**src/sv/imhu_pkg.sv**
```systemverilog
package imhu_pkg;

   localparam int RXN_W  = 8;
   localparam int TIME_W = 32;
   localparam int CFG_W  = 9;

   localparam logic [CFG_W-1:0] CFG_RESET = 9'd256;

   // datapath operations, one per cycle
   localparam int OP_W = 4;
   localparam logic [OP_W-1:0] OP_NONE    = 4'd0;
   localparam logic [OP_W-1:0] OP_CLEAR   = 4'd1;
   localparam logic [OP_W-1:0] OP_ACCEPT  = 4'd2;
   localparam logic [OP_W-1:0] OP_LOCATE  = 4'd3;
   localparam logic [OP_W-1:0] OP_UP_READ = 4'd4;
   localparam logic [OP_W-1:0] OP_UP_MOVE = 4'd5;
   localparam logic [OP_W-1:0] OP_DN_READ = 4'd6;
   localparam logic [OP_W-1:0] OP_DN_MOVE = 4'd7;
   localparam logic [OP_W-1:0] OP_FINISH  = 4'd8;
   localparam logic [OP_W-1:0] OP_RESULT  = 4'd9;

   typedef struct packed {
      logic [OP_W-1:0] op;
   } cmd_type;

   typedef struct packed {
      logic clear_last;   // rebuild pass at last slot
      logic in_range;     // offered reaction is inside the heap
      logic at_root;      // located slot is the root
      logic parent_root;  // parent of current slot is the root
      logic up_move;      // key smaller than parent
      logic dn_leaf;      // current slot has no children
      logic dn_move;      // key larger than smaller child
      logic rsp_free;     // output register can take a result
   } status_type;

endpackage

```
**src/sv/imhu_ctrl.sv**
```systemverilog
module imhu_ctrl
   import imhu_pkg::*;
(
   input  logic       clock,
   input  logic       reset,
   input  logic       csr_wr_en,
   input  logic       req_tvalid,
   output logic       req_ready,
   input  status_type status,
   output cmd_type    cmd
);

   localparam logic [3:0] S_CLEAR  = 4'd0;
   localparam logic [3:0] S_IDLE   = 4'd1;
   localparam logic [3:0] S_LOCATE = 4'd2;
   localparam logic [3:0] S_UP_RD  = 4'd3;
   localparam logic [3:0] S_UP_CMP = 4'd4;
   localparam logic [3:0] S_DN_RD  = 4'd5;
   localparam logic [3:0] S_DN_CMP = 4'd6;
   localparam logic [3:0] S_FINISH = 4'd7;
   localparam logic [3:0] S_OUT    = 4'd8;

   logic [3:0] state_ff, state_in;
   logic       moved_ff, moved_in;

   assign req_ready = (state_ff == S_IDLE) && !csr_wr_en;

   always_comb begin
      state_in = state_ff;
      moved_in = moved_ff;
      cmd.op   = OP_NONE;
      case (state_ff)
         S_CLEAR: begin
            cmd.op = OP_CLEAR;
            if (status.clear_last) state_in = S_IDLE;
         end
         S_IDLE: begin
            if (req_tvalid && !csr_wr_en) begin
               cmd.op   = OP_ACCEPT;
               state_in = status.in_range ? S_LOCATE : S_OUT;
            end
         end
         S_LOCATE: begin
            cmd.op   = OP_LOCATE;
            moved_in = 1'b0;
            state_in = status.at_root ? S_DN_RD : S_UP_RD;
         end
         S_UP_RD: begin
            cmd.op   = OP_UP_READ;
            state_in = S_UP_CMP;
         end
         S_UP_CMP: begin
            if (status.up_move) begin
               cmd.op   = OP_UP_MOVE;
               moved_in = 1'b1;
               state_in = status.parent_root ? S_FINISH : S_UP_RD;
            end else begin
               // first compare failing sends the entry toward the leaves
               state_in = moved_ff ? S_FINISH : S_DN_RD;
            end
         end
         S_DN_RD: begin
            cmd.op   = OP_DN_READ;
            state_in = status.dn_leaf ? S_FINISH : S_DN_CMP;
         end
         S_DN_CMP: begin
            if (status.dn_move) begin
               cmd.op   = OP_DN_MOVE;
               state_in = S_DN_RD;
            end else begin
               state_in = S_FINISH;
            end
         end
         S_FINISH: begin
            cmd.op   = OP_FINISH;
            state_in = S_OUT;
         end
         S_OUT: begin
            if (status.rsp_free) begin
               cmd.op   = OP_RESULT;
               state_in = S_IDLE;
            end
         end
         default: begin
            state_in = S_CLEAR;
         end
      endcase
      // a register write rebuilds the heap
      if (csr_wr_en) state_in = S_CLEAR;
   end

   always_ff @(posedge clock) begin
      if (reset) begin
         state_ff <= S_CLEAR;
         moved_ff <= 1'b0;
      end else begin
         state_ff <= state_in;
         moved_ff <= moved_in;
      end
   end

endmodule

```
**config.mk**
```make
export PLATFORM = sky130hd
export DESIGN_NAME = imhu_ctrl
export DESIGN_NICKNAME = d
export VERILOG_FILES = /design/src/sv/imhu_pkg.sv /design/src/sv/imhu_ctrl.sv
export SDC_FILE = /design/constraint.sdc
export NUM_CORES = 1
export LEC_CHECK = 0
export ABC_AREA = 1
export BUFFER_PORTS_ARGS = -buffer_cell sky130_fd_sc_hd__buf_4
export CORE_MARGIN = 3
export CORE_UTILIZATION = 25
export CTS_BUF_LIST = sky130_fd_sc_hd__clkbuf_4
export DETAILED_ROUTE_END_ITERATION = 10
export GPL_TIMING_DRIVEN = 0
export HOLD_SLACK_MARGIN = 0.08
export SYNTH_ARGS = -nofsm -noshare
export SYNTH_HDL_FRONTEND = slang
export SYNTH_SLANG_ARGS = --single-unit
```
**constraint.sdc**
```tcl
create_clock -name clock -period 1.4 [get_ports clock]
set_input_delay 0.28 -clock clock [delete_from_list [all_inputs] [get_ports clock]]
set_output_delay 0.28 -clock clock [all_outputs]
set_load 0.02 [all_outputs]
```
==> results.md, run 1 <==
* GRT met2 Usage at 0.204
* CTS Buffer Depth at 2
* Hold crit path type: primary input to flip-flop
* Post-DR wirelength/cell at 11.2 um
* N_diodes at 0
* Sequential share of the synthesized area at 0.223
* Share of the synthesized area in the top cell type at 0.223
* Sink Count at 5
* DRC viols at 0
* Gr usage total at 0.130
* Slew @ Worst Pin at 0.198 ns
* Final worst slack at -0.177 ns
* Internal power at 0.330 mW
* P_leak at 0.435 nW
* CTS Buf Count at 3
* Final setup vio count at 7
* Post-synthesis mux area share at 0
* Hold Violations, Final at 0
* CP delay by family, top: flip-flops
* Final Critical Period at 1.58 ns
* Worst r2r src: state_ff[0]
* Worst-path cell chain: inv_4 > buf_12 > nor3_4 > nand3b_1 > buf_6
* Reg clk slew, reported paths at 0.05 ns
* Seq pwr share at 0.327
* Vias in the first global route at 612
* Sw Share at 0.275
* Filler instances at 163
* Worst reg2reg setup slack at -0.10 ns
* Period utilization at 1.13
* Max incr delay on CP at 0.40 ns
* DR vias/cell at 4.52
* Setup Skew at 0.000881 ns
* Pwr/cell area at 531 nW/um^2
* Most common cell after layout, fill and taps aside: buf_4
* Fin nets at 126
* Gr busiest metal: met2
* Failing checks: setup timing
* GR Overflow Total at 0
* Distinct cell type count after synthesis at 20
* DRT iter0 DRCs at 8
* Die Y at 48.3 um
* Final Max Tran Viols at 0
* Core Region at 1590 um^2
* Met1 Usage GRT at 0.146
* Critical path's slowest cell: dfxtp_4
* Net count after synthesis at 89
* Area Growth Syn to Fin at 91.3%
* Tot Pwr at 0.455 mW
* P_sw at 0.125 mW
* Die width at 48.3 um
* Initial Utilization at 0.281
* First-pass GRT wire length at 2370 um
* Req. time, crit path at 1.12 ns
* GR Layer Usage met3 at 0.0245
* Clock root cell: clkbuf_4
* Hpwl dp at 996 um
* GP Congestion at 0.794
* Most frequent cells in the layout: buf_4 (29), nand2_1 (12), nand3_1 (10)
* Clock power share at 0.420
* Min-Delay Startpoint: reset
* Port bufs at 16
* 1st-pass router iterations at 4
* CP Launch Type: flip-flop
* Synth Area in XOR/XNOR at 0
* DR vias at 619
* CTS tree: yes
* Peak supply drop at 0.345 mV
* Syn avg cell area at 5.82 um^2
* CP max FO at 5
* Top cells by area, synth: dfxtp_1 (22%), nand2_1 (16%), nand3_1 (12%), inv_1 (7.5%), nor2_1 (6.7%)
* WP buf/inv at 3
* Antenna violations before repair at 0
* Clk_lat worst skew at 0.24 ns
* Slew HR at 0.868
* Num rows at 14
* Die area at 2340 um^2
* Worst path arrival time at 1.30 ns
* Largest net degree at the start of global routing at 8
* Synth Area in Adders at 0
* Combinational Power Share at 0.253
* Crit. End Element: output port
* Maxcap violations at 0
* Area leader, netlist: dfxtp_1
* Synth Area in Compound Gates at 0.128
* Kind of critical path: flip-flop to output port
* Worst setup startpoint: state_ff[0]
* WL final at 1540 um
* Mapped Cells at 77
* Post-synthesis cell area at 448 um^2
* Largest family of logic cells by synthesized area: simple AND/OR/NAND/NOR gates
* Maximum clock rate at 0.634 GHz
* Synth Area in Simple Gates at 0.520
* Syn. warnings at 0
* H-tree lvl count at 1
* Status: complete, but fails checks
* #FFs+latches synth at 5
* Ports at 17
* Share of layout cells above drive strength 1 at 0.602
* Remaining antenna violation count at 0
* Place WS at -0.111 ns
* RSZ-0062 raised after global routing: true
## synth_stat cells
library cell,count
o21ai_0,1
a211oi_2,1
nor2_1,8
nor2_4,1
clkinv_2,1
o2111ai_1,1
a21oi_1,2
nand2_2,2
dfxtp_1,5
inv_1,9
nand3_1,11
nor3_1,1
o211ai_1,1
or2_2,1
nand2_1,19
o21ai_1,1
inv_2,5
nor2_2,3
a21oi_2,1
nand3b_1,3
## power by group through the flow
stage | Combinational (mW) | Sequential, mW | Clock (mW)
final | 0.115 | 0.148 | 0.191
after global routing | 0.126 | 0.149 | 0.205
after CTS | 0.102 | 0.148 | 0.193
after detailed placement | 0.0846 | 0.152 | 0
after global placement | 0.0841 | 0.152 | 0
after floorplan | 0.0444 | 0.151 | 0
## per-layer routing
| metal | part of all wire | wire length, um | vias up |
|---|---|---|---|
| met5 | 0 | 0 | - |
| met2 | 0.50 | 762 | 18 |
| met1 | 0.44 | 672 | 278 |
| met3 | 0.044 | 67 | 4 |
| met4 | 0.022 | 34 | 0 |
| li1 | - | - | 319 |
## layout make-up
| class | count | area [um^2] | share of cell area |
|---|---|---|---|
| clock buffer | 4 | 30.0 | 0.0350 |
| tap | 24 | 30.0 | 0.0350 |
| inverter | 15 | 67.6 | 0.0788 |
| multi-input combinational | 57 | 357 | 0.416 |
| sequential | 5 | 113 | 0.131 |
| timing repair buffer | 32 | 260 | 0.304 |
## path summary, 6_finish.rpt
path / endpoint / cells after the start
max: cmd[2] / 5
min: moved_ff / 2
max reg2reg: state_ff[2] / 10
min reg2reg: moved_ff / 2
## registers in the layout (all words and copies together), names as in the netlist
signal / cells
moved_ff: 1
state_ff: 4
## metrics by stage
step                      TNS (ns)  instance area (um^2)  cells  utilization  hold WS (ns)
final                       -0.792                   857    137        0.538         0.198
after detailed placement    -0.292                   598    117        0.375         0.452
after global routing         -1.22                   857    137        0.538         0.190
after floorplan                  0                   448     77            -         0.352
after CTS                   -0.532                   795    134        0.498         0.197
after global placement      -0.179                   598    117        0.375         0.453
## repair_timing
action,4_1_cts,5_1_grt
pin swaps,9,8
hold buffers,0,0
resized for setup,24,8
buffers inserted,13,3
setup endpoints to repair,5,9
## cells by family (layout without fill, tap and decap cells)
kind of cell	Yosys count	after routing
buf+inv	15	51
flops	5	5
compound gates	8	8
simple gates	49	49
No activity file was read; power rests on OpenSTA's default activity.
==> run 2, diff against run 1 <==
- CORE_AREA: default -> 3 3 40 42
- CORE_MARGIN: 3 -> default
- CORE_UTILIZATION: 25 -> default
- DIE_AREA: default -> 0 0 43 45
- clock period: 1.4 -> 1.7 ns (I/O delays scaled with it)
==> results.md, run 2 (synthesis results as in run 1) <==
* Hold depth at 2 (unchanged)
* Vias in the first global route at 538 (-12%)
* Hold EP: moved_ff
* Num rows at 13 (-1)
* Hold crit path type: primary input to flip-flop
* Worst r2r src: state_ff[1]
* GP Congestion at 0.819 (+3.1%)
* Filler instances at 144 (-12%)
* P_leak at 0.368 nW (-15%)
* Setup Skew at 0.000124 ns (-0.000758 ns)
* Max reg flops at 4 (unchanged)
* Pwr/cell area at 518 nW/um^2 (-2.4%)
* Crit. End Element: output port
* Top Registers: state_ff (4), moved_ff (1)
* 1st-pass router iterations at 4 (unchanged)
* Final setup vio count at 0 (-7)
* Antenna violations before repair at 0 (unchanged)
* Setup tns final at 0 ns (+0.792 ns)
* Gr usage total at 0.151 (+0.0214)
* DRT iter0 DRCs at 13 (+5)
* GRT met2 Usage at 0.251 (+0.0474)
* Fin cells at 117 (-15%)
* Largest net degree at the start of global routing at 8 (unchanged)
* Remaining antenna violation count at 0 (unchanged)
* GR Overflow Total at 0 (unchanged)
* Worst reg2reg setup slack at 0.47 ns (+0.57 ns)
* Req. time, crit path at 1.36 ns (+0.24 ns)
* Reg clk slew, reported paths at 0.05 ns (about the same)
* Clock root cell: clkbuf_4
* Period utilization at 0.961
* Gr busiest metal: met2
* Fin nets at 115 (-8.7%)
* Slew @ Worst Pin at 0.207 ns (+0.00942 ns)
* N_diodes at 0 (unchanged)
* Final Critical Period at 1.63 ns
* Status: finished clean
* Area Growth Syn to Fin at 54.5%
* FF-to-FF End: state_ff[3]
* DR vias at 567 (-8.4%)
* Met1 Usage GRT at 0.179 (+0.0337)
* Post-DR wirelength/cell at 10.8 um (-3.6%)
* Sink Count at 5 (unchanged)
* Maxcap violations at 0 (unchanged)
* Core Region at 1280 um^2 (-19%)
* Die Y at 45 um (-6.9%)
* Largest Register: state_ff
* Kind of critical path: flip-flop to output port
* CP delay by family, top: buffers and inverters
* Final Max Tran Viols at 0 (unchanged)
* CP max FO at 6 (+1)
* Peak supply drop at 0.280 mV (-19%)
* Worst path arrival time at 1.29 ns (about the same)
* Worst-path cell chain: inv_2 > nand2_2 > inv_2 > nand2_1 > nand2_1 > inv_1 > o211ai_1 > buf_4
* CTS Buf Count at 3 (unchanged)
* First-pass GRT wire length at 2200 um (-7.0%)
* Worst hold slack at 0.266 ns (+0.0680 ns)
* Initial Utilization at 0.349 (+0.0676)
* Slew HR at 0.861 (-0.00685)
* CTS Buffer Depth at 2 (unchanged)
* Ports at 17 (unchanged)
* Port bufs at 16 (unchanged)
* Die area at 1940 um^2 (-17%)
* Tot Pwr at 0.358 mW (-21%)
* Maximum clock rate at 0.612 GHz
* GR Layer Usage met3 at 0.0398 (+0.0153)
* Hpwl dp at 978 um (-1.9%)
* Hold Violations, Final at 0 (unchanged)
* Most frequent cells in the layout: buf_4 (21), nand2_1 (17), nand3_1 (10)
* Clk_lat worst skew at 0.24 ns (about the same)
* Seq. cell area at 110 um^2 (-2.2%)
* Placed Instances at 108 (-7.7%)
* Most common cell after layout, fill and taps aside: buf_4
* DR vias/cell at 4.85 (+7.3%)
* Die width at 43 um (-11%)
* CTS tree: yes
* Critical path's slowest cell: dfxtp_2
* Max incr delay on CP at 0.33 ns (-0.07 ns)
* H-tree lvl count at 1 (unchanged)
* CP Launch Type: flip-flop
* Cells on worst reg2reg path at 8 (-2)
* Combined area of the multi-input logic cells at 318 um^2 (-11%)
* DRC viols at 0 (unchanged)
* Min-Delay Startpoint: reset
* RSZ-0062 raised after global routing: true
* Share of layout cells above drive strength 1 at 0.471 (-0.131)
* WP buf/inv at 4 (+1)
* WL final at 1270 um (-18%)
run 2: through the flow:
| step | instance area (um^2) | worst slack (ns) | util |
|---|---|---|---|
| after global routing | 692 | -0.00892 | 0.538 |
| after global placement | 587 | 0.176 | 0.457 |
| final | 692 | 0.0665 | 0.538 |
| after floorplan | 448 | 0.288 | - |
| after detailed placement | 587 | 0.158 | 0.457 |
| after CTS | 644 | 0.000829 | 0.501 |
run 2: area by class of cell:
| class | count | share of cell area |
|---|---|---|
| tap | 15 | 0.0271 |
| multi-input combinational | 57 | 0.459 |
| sequential | 5 | 0.159 |
| clock buffer | 4 | 0.0434 |
| timing repair buffer | 21 | 0.228 |
| inverter | 15 | 0.0832 |
run 2: repair_timing:
action,in CTS,in global routing
endpoints found under the setup margin,3,3
hold buffers,0,0
pin swaps,1,1
gates resized for setup,4,9
endpoints found under the hold margin,0,0
setup buffers,2,3
run 2: power by group:
part | switching, mW | internal (mW)
clock network | 0.0509 | 0.105
logic | 0.0391 | 0.0409
registers | 0.00453 | 0.118
total | 0.0946 | 0.264
run 2: worst max-delay path by stage:
| stage | slack (ns) | endpoint | startpoint | cells after the start |
|---|---|---|---|---|
| 3_5_place_dp | 0.16 | cmd[1] | state_ff[1] | 7 |
| 5_1_grt | -0.009 | cmd[1] | state_ff[1] | 7 |
| 2_1_floorplan | 0.29 | cmd[1] | state_ff[0] | 4 |
| 4_1_cts | 0.0008 | cmd[1] | state_ff[0] | 7 |
| 6_report | 0.07 | cmd[1] | state_ff[3] | 8 |
| 3_3_place_gp | 0.18 | cmd[0] | state_ff[0] | 6 |
run 2: worst reg2reg max path: cells and delay by family, from the launching register on:
kind,cells,cell delay (ns)
buf+inv,3,0.29
compound gates,1,0.14
flops,1,0.36
simple gates,4,0.33
run 2: routing by layer:
metal | routed length, um | part of all wire
met1 | 509 | 0.40
met2 | 648 | 0.51
met3 | 107 | 0.085
met4 | 0 | 0
met5 | 0 | 0
